==> config.mk <==
export PLATFORM = sky130hd
export DESIGN_NAME = websocket_frame_deframer_core
export DESIGN_NICKNAME = d
export VERILOG_FILES = /design/src/wsd_pkg.sv /design/src/wsd_in_reg.sv /design/src/wsd_parser.sv /design/src/wsd_out_reg.sv /design/src/websocket_frame_deframer_core.sv
export SDC_FILE = /design/constraint.sdc
export NUM_CORES = 1
export LEC_CHECK = 0
export BUFFER_PORTS_ARGS = -buffer_cell sky130_fd_sc_hd__clkbuf_2
export CAP_MARGIN = 20
export CORE_MARGIN = 2
export CORE_UTILIZATION = 45
export DETAILED_ROUTE_END_ITERATION = 12
export PLACE_DENSITY = 0.73
export SYNTH_ARGS = -nofsm -noshare
export SYNTH_HDL_FRONTEND = slang
export SYNTH_SLANG_ARGS = --single-unit
==> constraint.sdc <==
create_clock -name clk -period 3.8 [get_ports clk]
set_clock_uncertainty 0.05 [all_clocks]
set_input_delay 0.38 -clock clk [delete_from_list [all_inputs] [get_ports clk]]
set_output_delay 0.38 -clock clk [all_outputs]
set_load 0.1 [all_outputs]
==> src/wsd_pkg.sv <==
// Shared types and constants for the WebSocket frame deframer.
`default_nettype none
package wsd_pkg;

  localparam int unsigned LEN_W = 64;
  localparam int unsigned KEY_W = 32;

  // Seven-bit length codes that select an extended length field
  localparam logic [6:0] LEN_CODE_EXT16 = 7'd126;
  localparam logic [6:0] LEN_CODE_EXT64 = 7'd127;

  // Byte index of the last byte in each multi-byte header field
  localparam logic [2:0] EXT16_LAST_IDX = 3'd1;
  localparam logic [2:0] EXT64_LAST_IDX = 3'd7;
  localparam logic [2:0] KEY_LAST_IDX   = 3'd3;

  localparam logic KIND_HEADER  = 1'b0;
  localparam logic KIND_PAYLOAD = 1'b1;

  typedef enum logic [2:0] {
    PH_HDR0  = 3'd0,
    PH_HDR1  = 3'd1,
    PH_EXT16 = 3'd2,
    PH_EXT64 = 3'd3,
    PH_KEY   = 3'd4,
    PH_PAY   = 3'd5,
    PH_SKIP  = 3'd6
  } wsd_phase_t;

  typedef struct packed {
    logic [7:0] data_byte;
    logic       frame_start;
  } wsd_in_t;

  typedef struct packed {
    logic             result_kind;
    logic             fin_bit;
    logic [2:0]       rsv_bits;
    logic [3:0]       frame_opcode;
    logic             masked;
    logic [LEN_W-1:0] payload_length;
    logic [7:0]       data_out;
    logic             frame_end;
  } wsd_out_t;

  // Parser to result register handoff
  typedef struct packed {
    logic take;   // beat in the input register is consumed this cycle
    logic emit;   // that beat produces a result
  } wsd_ctl_t;

endpackage
`default_nettype wire

==> src/wsd_in_reg.sv <==
// Input register: holds one accepted beat until the parser consumes it.
`default_nettype none
module wsd_in_reg (
  input  wire logic            clk,
  input  wire logic            rst_n,
  input  wire logic            in_valid,
  output logic                 in_ready,
  input  wire wsd_pkg::wsd_in_t in_data,
  input  wire logic            take,
  output logic                 beat_valid,
  output wsd_pkg::wsd_in_t     beat
);
  import wsd_pkg::*;

  logic    valid_r;
  logic    valid_nxt;
  wsd_in_t data_r;

  assign in_ready   = !valid_r || take;
  assign beat_valid = valid_r;
  assign beat       = data_r;

  always_comb begin
    valid_nxt = valid_r;
    if (in_valid && in_ready) begin
      valid_nxt = 1'b1;
    end else if (take) begin
      valid_nxt = 1'b0;
    end
  end

  always_ff @(posedge clk) begin
    if (!rst_n) begin
      valid_r <= 1'b0;
    end else begin
      valid_r <= valid_nxt;
    end
  end

  always_ff @(posedge clk) begin
    if (in_valid && in_ready) begin
      data_r <= in_data;
    end
  end

endmodule
`default_nettype wire

==> src/wsd_parser.sv <==
// Frame parser: header decode, extended length, mask key and payload unmasking.
`default_nettype none
module wsd_parser (
  input  wire logic             clk,
  input  wire logic             rst_n,
  input  wire logic             beat_valid,
  input  wire wsd_pkg::wsd_in_t beat,
  input  wire logic             res_can_load,
  output wsd_pkg::wsd_ctl_t     ctl,
  output wsd_pkg::wsd_out_t     res
);
  import wsd_pkg::*;

  wsd_phase_t       phase_r, phase_nxt, ph;
  logic [7:0]       hdr_r, hdr_nxt;
  logic             mask_r, mask_nxt;
  logic [LEN_W-1:0] len_r, len_nxt;
  logic [LEN_W-1:0] rem_r, rem_nxt;   // payload bytes still to come
  logic [2:0]       cnt_r, cnt_nxt;
  logic [KEY_W-1:0] key_r, key_nxt;
  logic [1:0]       idx_r, idx_nxt;   // key byte index, payload count mod 4
  logic             len_zero_r, len_zero_nxt;

  logic             emit;
  logic             take;
  logic             finish;
  logic             fin_zero;
  logic [7:0]       key_byte;
  logic             rem_last;
  logic [2:0]       ext_last;

  assign ph       = beat.frame_start ? PH_HDR0 : phase_r;
  assign rem_last = (rem_r == {{(LEN_W-1){1'b0}}, 1'b1});
  assign ext_last = (ph == PH_EXT16) ? EXT16_LAST_IDX : EXT64_LAST_IDX;

  always_comb begin
    unique case (idx_r)
      2'd0: key_byte = key_r[31:24];
      2'd1: key_byte = key_r[23:16];
      2'd2: key_byte = key_r[15:8];
      2'd3: key_byte = key_r[7:0];
      default: key_byte = key_r[31:24];
    endcase
  end

  always_comb begin
    phase_nxt    = phase_r;
    hdr_nxt      = hdr_r;
    mask_nxt     = mask_r;
    len_nxt      = len_r;
    rem_nxt      = rem_r;
    cnt_nxt      = cnt_r;
    key_nxt      = key_r;
    idx_nxt      = idx_r;
    len_zero_nxt = len_zero_r;
    finish       = 1'b0;
    emit         = 1'b0;

    res.result_kind    = KIND_HEADER;
    res.fin_bit        = hdr_r[7];
    res.rsv_bits       = hdr_r[6:4];
    res.frame_opcode   = hdr_r[3:0];
    res.masked         = mask_r;
    res.payload_length = len_r;
    res.data_out       = 8'd0;
    res.frame_end      = 1'b0;

    unique case (ph)
      PH_HDR1: begin
        mask_nxt = beat.data_byte[7];
        cnt_nxt  = 3'd0;
        len_nxt  = '0;
        if (beat.data_byte[6:0] == LEN_CODE_EXT16) begin
          phase_nxt = PH_EXT16;
        end else if (beat.data_byte[6:0] == LEN_CODE_EXT64) begin
          phase_nxt = PH_EXT64;
        end else begin
          len_nxt = {{(LEN_W-7){1'b0}}, beat.data_byte[6:0]};
          finish  = 1'b1;
        end
      end
      PH_EXT16, PH_EXT64: begin
        len_nxt = {len_r[LEN_W-9:0], beat.data_byte};
        if (cnt_r == ext_last) begin
          finish = 1'b1;
        end else begin
          cnt_nxt = cnt_r + 3'd1;
        end
      end
      PH_KEY: begin
        key_nxt = {key_r[KEY_W-9:0], beat.data_byte};
        if (cnt_r == KEY_LAST_IDX) begin
          cnt_nxt   = 3'd0;
          phase_nxt = len_zero_r ? PH_HDR0 : PH_PAY;
        end else begin
          cnt_nxt = cnt_r + 3'd1;
        end
      end
      PH_PAY: begin
        rem_nxt = rem_r - {{(LEN_W-1){1'b0}}, 1'b1};
        idx_nxt = idx_r + 2'd1;
        if (rem_last) begin
          phase_nxt = PH_HDR0;
        end
        emit            = 1'b1;
        res.result_kind = KIND_PAYLOAD;
        res.data_out    = beat.data_byte ^ key_byte;
        res.frame_end   = rem_last;
      end
      PH_SKIP: begin
        rem_nxt = rem_r - {{(LEN_W-1){1'b0}}, 1'b1};
        if (rem_last) begin
          phase_nxt = PH_HDR0;
        end
      end
      default: begin
        // first header byte; also covers the unused phase code
        hdr_nxt   = beat.data_byte;
        phase_nxt = PH_HDR1;
      end
    endcase

    fin_zero = (len_nxt == '0);
    if (finish) begin
      rem_nxt      = len_nxt;
      len_zero_nxt = fin_zero;
      cnt_nxt      = 3'd0;
      idx_nxt      = 2'd0;
      if (mask_nxt) begin
        phase_nxt = PH_KEY;
      end else begin
        phase_nxt = fin_zero ? PH_HDR0 : PH_SKIP;
      end
      emit               = 1'b1;
      res.result_kind    = KIND_HEADER;
      res.masked         = mask_nxt;
      res.payload_length = len_nxt;
      res.data_out       = 8'd0;
      res.frame_end      = !mask_nxt || fin_zero;
    end
  end

  // A beat that yields nothing never waits on the result register
  assign take     = beat_valid && (res_can_load || !emit);
  assign ctl.take = take;
  assign ctl.emit = take && emit;

  always_ff @(posedge clk) begin
    if (!rst_n) begin
      phase_r    <= PH_HDR0;
      hdr_r      <= 8'd0;
      mask_r     <= 1'b0;
      len_r      <= '0;
      rem_r      <= '0;
      cnt_r      <= 3'd0;
      key_r      <= '0;
      idx_r      <= 2'd0;
      len_zero_r <= 1'b1;
    end else if (take) begin
      phase_r    <= phase_nxt;
      hdr_r      <= hdr_nxt;
      mask_r     <= mask_nxt;
      len_r      <= len_nxt;
      rem_r      <= rem_nxt;
      cnt_r      <= cnt_nxt;
      key_r      <= key_nxt;
      idx_r      <= idx_nxt;
      len_zero_r <= len_zero_nxt;
    end
  end

endmodule
`default_nettype wire

==> src/wsd_out_reg.sv <==
// Result register: holds one result beat until the receiver takes it.
`default_nettype none
module wsd_out_reg (
  input  wire logic              clk,
  input  wire logic              rst_n,
  input  wire wsd_pkg::wsd_ctl_t ctl,
  input  wire wsd_pkg::wsd_out_t res,
  output logic                   can_load,
  output logic                   out_valid,
  input  wire logic              out_ready,
  output wsd_pkg::wsd_out_t      out_data
);
  import wsd_pkg::*;

  logic     valid_r;
  logic     valid_nxt;
  wsd_out_t data_r;

  assign can_load  = !valid_r || out_ready;
  assign out_valid = valid_r;
  assign out_data  = data_r;

  always_comb begin
    valid_nxt = valid_r;
    if (ctl.emit) begin
      valid_nxt = 1'b1;
    end else if (out_ready) begin
      valid_nxt = 1'b0;
    end
  end

  always_ff @(posedge clk) begin
    if (!rst_n) begin
      valid_r <= 1'b0;
    end else begin
      valid_r <= valid_nxt;
    end
  end

  always_ff @(posedge clk) begin
    if (ctl.emit) begin
      data_r <= res;
    end
  end

endmodule
`default_nettype wire

==> src/websocket_frame_deframer_core.sv <==
// WebSocket frame deframer: byte stream in, header and unmasked payload results out.
//
// in_valid/in_ready/in_data carry one frame byte per beat; frame_start marks the
// first byte of a frame and restarts the parser wherever it stands. Without it,
// the parser picks up the next header by itself once a frame completes.
// out_valid/out_ready/out_data carry results: one header beat per frame once its
// length is known, then one beat per masked payload byte, XORed with the key.
// Unmasked payload bytes are consumed with no result. frame_end flags the last
// result of a frame.
// Each accepted byte sits in the input register while the parse logic loads its
// result, if it gives one, into the result register, which drives out_data.
// Throughput: one byte per cycle, while no result waits on a stalled receiver;
// the parse step between the two registers is combinational.
// A stalled receiver holds the result register; the input register still takes
// one more beat, and bytes that give no result keep flowing past a full result
// register. Reset (rst_n low, synchronous) empties both registers and returns
// the parser to waiting for a first header byte.
`default_nettype none
module websocket_frame_deframer_core (
  input  wire logic             clk,
  input  wire logic             rst_n,
  input  wire logic             in_valid,
  output logic                  in_ready,
  input  wire wsd_pkg::wsd_in_t in_data,
  output logic                  out_valid,
  input  wire logic             out_ready,
  output wsd_pkg::wsd_out_t     out_data
);
  import wsd_pkg::*;

  logic     beat_valid;
  wsd_in_t  beat;
  wsd_ctl_t ctl;
  wsd_out_t res;
  logic     res_can_load;

  wsd_in_reg u_in_reg (
    .clk        (clk),
    .rst_n      (rst_n),
    .in_valid   (in_valid),
    .in_ready   (in_ready),
    .in_data    (in_data),
    .take       (ctl.take),
    .beat_valid (beat_valid),
    .beat       (beat)
  );

  wsd_parser u_parser (
    .clk          (clk),
    .rst_n        (rst_n),
    .beat_valid   (beat_valid),
    .beat         (beat),
    .res_can_load (res_can_load),
    .ctl          (ctl),
    .res          (res)
  );

  wsd_out_reg u_out_reg (
    .clk       (clk),
    .rst_n     (rst_n),
    .ctl       (ctl),
    .res       (res),
    .can_load  (res_can_load),
    .out_valid (out_valid),
    .out_ready (out_ready),
    .out_data  (out_data)
  );

endmodule
`default_nettype wire
# Word level (Yosys, flattened, before mapping)
# Index checks and enable logic that the tools add are counted.
dict set report op_classes {
  n_addsub 3
  eq_ne 19
  mux 36
  n_bitwise 3
  reduce_logical 29
}
# operator count
set op_table {}
lappend op_table {{2-to-1 mux 64 bit} 3}
lappend op_table {{one-hot mux 64 bit (2 select lines)} 1}
lappend op_table {{2-to-1 mux 74 bit} 1}
lappend op_table {{== test 64 x 1 -> 1 bit (second input constant)} 1}
lappend op_table {{logical NOT 64 bit} 1}
lappend op_table {{subtractor 64 x 1 -> 64 bit (second input constant)} 1}
lappend op_table {{2-to-1 mux 3 bit} 13}
lappend op_table {{one-hot mux 8 bit (4 select lines)} 1}
lappend op_table {{== test 7 bit (second input constant)} 2}
lappend op_table {{one-hot mux 3 bit (4 select lines)} 1}
lappend op_table {{2-to-1 mux 1 bit} 10}
lappend op_table {{AND reduction 2 bit} 5}
lappend op_table {{== test 3 x 2 -> 1 bit (second input constant)} 3}
lappend op_table {{== test 3 bit (second input constant)} 3}
lappend op_table {{2-to-1 mux 9 bit} 1}
lappend op_table {{one-hot mux 3 bit (3 select lines)} 1}
lappend op_table {{nonzero test 2 bit} 4}
lappend op_table {{XOR 8 bit} 1}
lappend op_table {{2-to-1 mux 7 bit} 1}
lappend op_table {{!= test 3 x 1 -> 1 bit (second input constant)} 2}
lappend op_table {{OR reduction 2 bit} 3}
lappend op_table {{OR reduction 6 bit} 1}
lappend op_table {{AND reduction 5 bit} 1}
lappend op_table {{== test 2 bit (second input constant)} 2}
lappend op_table {{17 further kinds} 27}
dict set report totals {
  ff_bits 272
  in_bits 13
  output_inout_bits 85
  elab_cells 111
}

# Logic depth before layout (Yosys ltp)
# Gate-level depths: netlist (run 1).
dict set report logic_depth {
  word_depth 13
  mapped_depth 11
  mapped_depth_nobuf 8
}

# By module
# Synthesis (run 1) repeated with hierarchy kept, for this count alone.
dict set report unflattened {
  cells_unflattened 1383
  hier_area_um2 12801.0
}
# mod n_inst cells_each area_per_inst_um2 seq_area_each_um2
set modules_own_cells {}
lappend modules_own_cells {wsd_parser 1 1282 9932.0 3563.4}
lappend modules_own_cells {wsd_out_reg 1 87 2541.2 2512.4}
lappend modules_own_cells {wsd_in_reg 1 14 327.8 290.3}

# Worst setup path after synthesis (run 1)
# OpenSTA, ideal clock, no wires.
dict set report synth_timing {
  path_kind {flip-flop to flip-flop}
  startpoint {register u_in_reg.data_r (netlist bit u_in_reg.beat[0])}
  endpoint {register u_out_reg.data_r (netlist bit u_out_reg.out_data[0]), enable pin}
  setup_ns 0.436
  t_arrival_ns 3.487
  required_ns 3.314
  setup_slack_ns -0.174
  stages_incl_launch_ff 10
  n_path_buf 4
  period_less_slack_ns 3.974
  cell_sequence {edfxtp_1 buf_2 nor3b_2 o211a_1 buf_2 nand2b_1 buf_4 buf_2 o21ai_1 inv_1}
}
dict set report synth_between {
  elab_chain_cells 11
  word_cells_on_any_way 16
  cone_classes {5 x eq/ne; 6 x mux; 5 x reduce/logical}
}
# item line_no
set synth_rtl {}
lappend synth_rtl {{start: declaration} wsd_in_reg.sv:17} ;# wsd_in_t data_r;
lappend synth_rtl {{start signal: assignment} wsd_in_reg.sv:42} ;# data_r <= in_data;
lappend synth_rtl {{2-to-1 mux 3 bit *} wsd_parser.sv:32} ;# assign ph = beat.frame_start ? PH_HDR0 : phase_r;
lappend synth_rtl {{== test 3 x 2 -> 1 bit} {wsd_parser.sv:34, wsd_parser.sv:68}}
lappend synth_rtl {{2-to-1 mux 3 bit} wsd_parser.sv:34} ;# assign ext_last = (ph == PH_EXT16) ? EXT16_LAST_IDX : EXT64_LAST_IDX;
lappend synth_rtl {{== test 3 bit} wsd_parser.sv:84} ;# if (cnt_r == ext_last) begin
lappend synth_rtl {{2-to-1 mux 1 bit} wsd_parser.sv:84}
lappend synth_rtl {{one-hot mux 1 bit (2 select lines)} wsd_parser.sv:68} ;# unique case (ph)
lappend synth_rtl {{2-to-1 mux 1 bit *} wsd_parser.sv:124} ;# if (finish) begin
lappend synth_rtl {{logical NOT 1 bit} wsd_parser.sv:144} ;# assign take = beat_valid && (res_can_load || !emit);
lappend synth_rtl {{logical OR 1 bit} wsd_parser.sv:144}
lappend synth_rtl {{logical AND 1 bit} wsd_parser.sv:144}
lappend synth_rtl {{logical AND 1 bit *} wsd_parser.sv:146} ;# assign ctl.emit = take && emit;
lappend synth_rtl {{end signal: assignment} wsd_out_reg.sv:42} ;# data_r <= res;
lappend synth_rtl {{end: declaration} wsd_out_reg.sv:17} ;# wsd_out_t data_r;
# Mark *: on every way between the ends. The rest lies on a longest branch, timed or not.
# A chain may end at the register's enable or synchronous reset.

# Worst setup path in the final report (run 1)
dict set report layout_timing {
  startpoint {register u_parser.phase_r[1]}
  endpoint {output port in_ready}
}
dict set report layout_between {
  elab_chain_cells 11
  word_cells_on_any_way 16
  cone_classes {5 x eq/ne; 6 x mux; 5 x reduce/logical}
}
# item line_no
set layout_rtl {}
lappend layout_rtl {{start: declaration} wsd_parser.sv:14} ;# wsd_phase_t phase_r, phase_nxt, ph;
lappend layout_rtl {{start signal: assignment} wsd_parser.sv:160} ;# phase_r <= phase_nxt;
lappend layout_rtl {{2-to-1 mux 3 bit *} wsd_parser.sv:32}
lappend layout_rtl {{== test 3 x 2 -> 1 bit} {wsd_parser.sv:34, wsd_parser.sv:68}}
lappend layout_rtl {{2-to-1 mux 3 bit} wsd_parser.sv:34}
lappend layout_rtl {{== test 3 bit} wsd_parser.sv:84}
lappend layout_rtl {{2-to-1 mux 1 bit} wsd_parser.sv:84}
lappend layout_rtl {{one-hot mux 1 bit (2 select lines)} wsd_parser.sv:68}
lappend layout_rtl {{2-to-1 mux 1 bit *} wsd_parser.sv:124}
lappend layout_rtl {{logical NOT 1 bit *} wsd_parser.sv:144}
lappend layout_rtl {{logical OR 1 bit *} wsd_parser.sv:144}
lappend layout_rtl {{logical AND 1 bit *} wsd_parser.sv:144}
lappend layout_rtl {{logical OR 1 bit *} wsd_in_reg.sv:19} ;# assign in_ready = !valid_r || take;
lappend layout_rtl {{end: declaration} websocket_frame_deframer_core.sv:23} ;# output logic in_ready,
# Marked as above.

==> results.tsv, run 1 <==
stage	metric	value	unit
outcome	run_status	complete, no violations	
pwr	power.leakage	5.30	nW
sta	finalSetupViolations	0	
routing	drt_first_iter_violations	1338	
finish	layout_commonest_cell	nand2_1	
yosys	synth.ff_latch_count	272	
clock_tree	cts_max_path_buffers	3	
placed_design	post_dp_cell_area	13500	um^2
yosys	synth_flop_cell	dfxtp_1	
floorplanning	die_h	171	um
floorplanning	die_x	171	um
routing	drc_errors	0	
finish	syn2layout_area_growth	15.6	%
clock_tree	cts-htree-levels	1	
pwr	power_density	549	nW/um^2
global_routing	antenna_found_initial	0	
placed_design	io_buffer_count	97	
critical_path	crit_type	register to output port	
pwr	vdd_drop_max	0.320	mV
yosys	yosys_warnings	0	
routing	routedWlPerCell	20.4	um
yosys	syn_area	12600	um^2
yosys	ys_types	75	
sta	slew_viol_final	0	
yosys	yosys-top-cells-area	dfxtp_1, edfxtp_1, nand2_1	
hold_path	min_path_type	primary input to register	
finish	drive_gt1_share	13.9	%
clock_tree	cts_sinks	272	
floorplanning	core	27700	um^2
clock_tree	cts_setup_buffers	0	
floorplanning	die-area	29400	um^2
yosys	syn_nets	1441	
global_routing	grt_use_total	25.8	%
routing	postRouteAntennaNets	0	
critical_path	timing.rr.start	u_in_reg.beat[2]$_DFFE_PP_	
sta	fin_crit	3250	ps
placed_design	place_congestion	0.930	
clock_tree	clock_latency	550	ps
floorplanning	io_pins	98	
sta	worst_slew_pin_slew	855	ps
clock_tree	cts_root_buf	clkbuf_16	
sta	finalHoldViolCount	0	
sta	max_freq	0.308	GHz
clock_tree	cts_tree	done	
routing	firstDrtPassIters	6	
finish	utilization	52.6	%
yosys	yosys.area.top_type	dfxtp_1	
floorplanning	start_util	45.6	%
critical_path	crit_start	u_parser.phase_r[1]$_SDFFE_PN0P_	
finish	design_area	14600	um^2
sta	fin_setup_tns	0	ps
yosys	netlist_instances	1419	
clock_tree	path_clk_slew	60	ps
floorplanning	std_cell_rows	61	
routing	routed_wl	38300	um
finish	final_cell_mix	nand2_1, dfxtp_1, nor2_1	
sta	slew_headroom	42.5	%
critical_path	crit_required	3370	ps
critical_path	path_max_fanout	17	
clock_tree	cts_buffers	29	
yosys	synth_edf_count	92	
critical_path	start_kind	register	
critical_path	end_kind	output port	
job	maxCapViolCount	0	
sta	hold_slack	26.0	ps
global_routing	grt_pass1_vias	10600	
sta	rsz0062_at_grt	no	
yosys	async_reset_ff_share	0	%
placed_design	dp_hpwl	25600	um
pwr	p_total	8.00	mW
finish	final_nets	1497	
global_routing	grt_pass1_wl	59600	um
hold_path	min_from	in_data[0]	
finish	num_antenna_cells	0	
yosys	yosys.area.top_type_share	28.6	%
critical_path	cp_data_arrival_time	2820	ps
global_routing	grt_start_max_net_pins	121	
routing	vias_per_cell	6.18	
yosys	ys_seq_area_share	50.4	%
yosys	syn_avg_cell_area	8.89	um^2
sta	fin_crit_sh	85.5	%
routing	num_vias	11600	
global_routing	grt_overflow	0	
==> path summary, 6_finish.rpt <==
check | to | slack, ps | cells past startpoint
max | in_ready | 550 | 7
min | u_in_reg.beat[0]$_DFFE_PP_ | 30 | 1
max reg2reg | u_parser.rem_r[13]$_SDFFE_PN0P_ | 570 | 8
min reg2reg | u_out_reg.out_data[76]$_DFFE_PP_ | 390 | 0
==> worst max-delay path: stages (launching register included) <==
cell and delay [ps]:
dfxtp_1 570, nor3b_4 310, o211a_2 260, buf_4 270, nand2b_4 210, o21ai_1 110
or2_2 340, buf_12 180
==> state kept, by name, indices dropped and copies added (netlist names) <==
| name | flops |
|---|---|
| u_out_reg.out_data | 83 |
| u_parser.len_r | 64 |
| u_parser.rem_r | 64 |
| u_parser.key_r | 32 |
| u_in_reg.beat | 9 |
| u_parser.hdr_r | 8 |
| u_parser.cnt_r | 3 |
| u_parser.phase_r | 3 |
| u_parser.idx_r | 2 |
| u_in_reg.beat_valid | 1 |
| u_out_reg.out_valid | 1 |
| u_parser.len_zero_r | 1 |
| u_parser.mask_r | 1 |
==> stage by stage <==
| step | worst slack, ps | instances |
|---|---|---|
| finish | 550 | 1875 |
| floorplan | 290 | 1419 |
| global route | 401 | 1875 |
| detailed placement | 656 | 1814 |
| CTS | 558 | 1875 |
| global placement | 735 | 1814 |
==> cell families (layout without fill, tap and decap cells) <==
family                   count (synthesis)  count (layout)  share of synthesized area (%)
AND/OR/NAND/NOR                        552             552                           20.2
buffers and inverters                  134             212                           4.32
multiplexers                             9               9                          0.724
flip-flops                             272             272                           50.4
adder cells (fa/ha/maj)                  9               9                          0.892
AO/OA/AOI/OAI                          434             434                           22.8
XOR/XNOR                                 9               9                          0.625
==> cells in the mapped netlist, types with 5 or more instances <==
cell      count
o21a_1       14
buf_2        28
and3_1        6
nand4_1      21
nor2_1      152
clkbuf_1     74
a222oi_1      8
xnor2_1       8
a211oi_1     20
o21ai_0      60
o41ai_1       5
or4_1         7
nor3_1       42
a22o_1       18
nand2b_1      5
nand3b_1      6
a32o_1       10
nand2_1     219
nand3_1      17
o31ai_1       5
a21oi_1     125
ha_1          9
a31oi_1      22
a21o_1       10
edfxtp_1     92
inv_1        19
buf_1        11
dfxtp_1     180
or3_1        11
nor4_1       34
o21ai_1      20
mux2i_1       8
o211ai_1     12
and2_1        6
o211a_1       5
a22oi_1      59
==> repair_timing <==
item,in CTS,in global routing
endpoints found under the setup margin,0,0
endpoints found under the hold margin,8,0
resized for setup,0,0
hold buffers,8,0
==> metal layers <==
layer / vias up / GRT usage, % / part of all wire, %
met5: - / 0 / 0
met4: 0 / 12.9 / 5.5
met3: 130 / 4.39 / 9.0
met2: 602 / 39.9 / 45
met1: 5504 / 34.8 / 40
li1: 5351 / - / -
==> power breakdown <==
part | switching (mW) | leakage (nW) | internal [mW]
logic | 1.18 | 2.51 | 0.608
clock network | 1.16 | 0.491 | 1.83
registers | 0.114 | 2.30 | 3.10
total | 2.46 | 5.30 | 5.54
==> layout make-up <==
class	count	area [um^2]
clock inverter	12	194
tap	378	473
multi-input combinational	1013	5750
clock buffer	41	816
fill	2505	13100
sequential	272	6370
inverter	19	77.6
timing repair buffer	140	906
Power figures use the tool's default switching activity.
==> inputs of run 2 (changes only) <==
- BUFFER_PORTS_ARGS: -buffer_cell sky130_fd_sc_hd__clkbuf_2 -> -buffer_cell sky130_fd_sc_hd__buf_4
- PLACE_DENSITY: 0.73 -> 0.69
==> run 2 against run 1 <==
Against the previous run:
- clock power fell by 6.7%
- largest cell class unchanged
- combinational power barely moved
- worst setup slack got worse by 130 ps
==> results.tsv, run 2 (synthesis results as in run 1) <==
stage	metric	value	unit	change
pwr	p_total	7.83	mW	was 8.00 mW
finish	largest_reg_flops	83		unchanged
pwr	vdd_drop_max	0.338	mV	was 0.320 mV
pwr	power.leakage	5.29	nW	was 5.30 nW
clock_tree	cts_max_path_buffers	3		unchanged
finish	final_nets	1495		was 1,497
job	maxCapViolCount	0		unchanged
hold_path	hold_depth	3		was 1
global_routing	grt_overflow	0		unchanged
global_routing	grt_pass1_wl	59500	um	was 59,600 um
pwr	power_density	532	nW/um^2	was 549 nW/um^2
sta	rsz0062_at_grt	no		unchanged
clock_tree	cts_hold_buf	9		was 8
routing	num_vias	11500		was 11,600
clock_tree	path_clk_slew	60	ps	about the same
hold_path	min_path_type	primary input to register		unchanged
critical_path	crit_buf_inv	1		was 2
routing	top_layer_used	met4		unchanged
routing	wl_met1	16300	um	was 15,500 um
sta	max_freq	0.296	GHz	was 0.308 GHz
hold_path	min_from	in_valid		was in_data[0]
clock_tree	cts_repair_resize_count	0		unchanged
clock_tree	cts_setup_buffers	0		unchanged
floorplanning	die_h	171	um	unchanged
critical_path	cp_data_arrival_time	2950	ps	was 2820 ps
hold_path	min_to	u_in_reg.beat_valid$_SDFFE_PN0P_		was u_in_reg.beat[0]$_DFFE_PP_
critical_path	regToRegEndpoint	u_parser.rem_r[4]$_SDFFE_PN0P_		was u_parser.rem_r[13]$_SDFFE_PN0P_
finish	design_area	14700	um^2	was 14,600 um^2
sta	fin_crit	3380	ps	was 3250 ps
floorplanning	die_x	171	um	unchanged
clock_tree	cts_buffers	29		unchanged
floorplanning	core	27700	um^2	unchanged
floorplanning	start_util	45.6	%	unchanged
floorplanning	std_cell_rows	61		unchanged
outcome	run_status	complete, no violations		unchanged
routing	routed_wl	38500	um	was 38,300 um
routing	postRouteAntennaNets	0		unchanged
placed_design	place_congestion	0.946		was 0.930
critical_path	rrSetupSlack	610	ps	was 570 ps
critical_path	rr_worst_depth	7		was 8
floorplanning	io_pins	98		unchanged
clock_tree	cts-htree-levels	1		unchanged
floorplanning	die-area	29400	um^2	unchanged
critical_path	crit_type	register to output port		unchanged
finish	drive_gt1_share	13.6	%	was 13.9%
finish	syn2layout_area_growth	16.5	%	was 15.6%
critical_path	critPathMaxStageDelay	570	ps	about the same
global_routing	grt_use_total	25.8	%	about the same
critical_path	path_max_fanout	18		was 17
critical_path	crit_required	3370	ps	about the same
critical_path	worstPathCellList	nor3b_4, o211a_2, nand2b_4, o21ai_1, or2_2, buf_4		was nor3b_4, o211a_2, buf_4, nand2b_4, o21ai_1, or2_2, buf_12
critical_path	end_kind	output port		unchanged
sta	slew_viol_final	0		unchanged
clock_tree	clock_latency	550	ps	about the same
critical_path	slowest_stage	dfxtp_1		unchanged
clock_tree	cts_tree	done		unchanged
clock_tree	cts_root_buf	clkbuf_16		unchanged
routing	wl_met3	3310	um	was 3450 um
routing	drc_errors	0		unchanged
routing	drt_first_iter_violations	1338		unchanged
critical_path	crit_family	simple AND/OR/NAND/NOR gates		unchanged
finish	layout_commonest_cell	nand2_1		unchanged
routing	vias_per_cell	6.15		was 6.18
routing	routedWlPerCell	20.6	um	was 20.4 um
sta	finalHoldViolCount	0		unchanged
clock_tree	cts_sinks	272		unchanged
routing	route.met2.wl	17200	um	was 17,300 um
global_routing	grt_start_max_net_pins	148		was 121
sta	fin_crit_sh	89.1	%	was 85.5%
placed_design	post_dp_cell_area	13700	um^2	was 13,500 um^2
finish	final_cell_mix	nand2_1, dfxtp_1, nor2_1		unchanged
critical_path	timing.rr.start	u_parser.phase_r[1]$_SDFFE_PN0P_		was u_in_reg.beat[2]$_DFFE_PP_
placed_design	dp_hpwl	25100	um	was 25,600 um
routing	firstDrtPassIters	8		was 6
sta	fin_setup_tns	0	ps	unchanged
sta	worst_slew_pin_slew	861	ps	was 855 ps
sta	finalSetupViolations	0		unchanged
global_routing	grt_pass1_vias	10300		was 10,600
critical_path	start_kind	register		unchanged
global_routing	antenna_found_initial	2		was 0
placed_design	io_buffer_count	97		unchanged
sta	slew_headroom	42.1	%	was 42.5%
## run 2: cell types whose count changed in the layout (fill, tap and decap cells not counted), sizes merged
cell / previous run / this run
clkbuf: 137 / 35
buf: 36 / 129
clkinv: 5 / 11
clkinvlp: 2 / 5
bufinv: 5 / 3
diode: 0 / 1
dlygate4sd3: 8 / 9
inv: 19 / 18
## run 2: tightest hold or removal path: stages
cell and delay, ps:
buf_4 110, inv_1 40, a21oi_1 60
## run 2: how the worst max path moves through the flow
stage / startpoint / to / slack [ps] / cells past startpoint
after floorplan: u_out_reg.out_valid$_SDFFE_PN0P_ / u_out_reg.out_data[0]$_DFFE_PP_ / 290 / 6
after global placement: u_parser.phase_r[1]$_SDFFE_PN0P_ / u_parser.rem_r[7]$_SDFFE_PN0P_ / 810 / 7
after detailed placement: u_parser.phase_r[1]$_SDFFE_PN0P_ / u_parser.rem_r[13]$_SDFFE_PN0P_ / 720 / 7
after CTS: u_parser.phase_r[1]$_SDFFE_PN0P_ / in_ready / 480 / 6
after global routing: u_parser.phase_r[1]$_SDFFE_PN0P_ / in_ready / 340 / 6
final: u_parser.phase_r[1]$_SDFFE_PN0P_ / in_ready / 420 / 6
## run 2: final cells by class
| class | instances | area [um^2] |
|---|---|---|
| Antenna cell | 1 | 2.50 |
| Clock buffer | 35 | 758 |
| Clock inverter | 18 | 168 |
| Fill cell | 2489 | 13000 |
| Inverter | 19 | 77.6 |
| Multi-Input combinational cell | 1013 | 5750 |
| Sequential cell | 272 | 6370 |
| Tap cell | 378 | 473 |
| Timing Repair Buffer | 138 | 1110 |
## run 2: per-layer routing
| layer | vias up | GRT usage [%] |
|---|---|---|
| met5 | - | 0 |
| met4 | 0 | 11.2 |
| met3 | 100 | 4.39 |
| met2 | 576 | 39.6 |
| met1 | 5511 | 35.8 |
| li1 | 5339 | - |
## run 2: report_power, final
| group | internal [mW] | total [mW] | switching [mW] |
|---|---|---|---|
| sequential | 3.10 | 3.22 | 0.118 |
| combinational | 0.628 | 1.81 | 1.19 |
| clock | 1.62 | 2.80 | 1.18 |
| total | 5.34 | 7.83 | 2.49 |
## run 2: per-stage QoR
stage | utilization, % | setup WS, ps | cells | hold slack, ps
2_1_floorplan | - | 290 | 1419 | 358
3_3_place_gp | 49.4 | 810 | 1811 | 368
3_5_place_dp | 49.4 | 715 | 1811 | 372
4_1_cts | 53.1 | 478 | 1873 | 37.8
5_1_grt | 53.1 | 336 | 1873 | 54.1
6_report | 53.1 | 416 | 1874 | 38.1
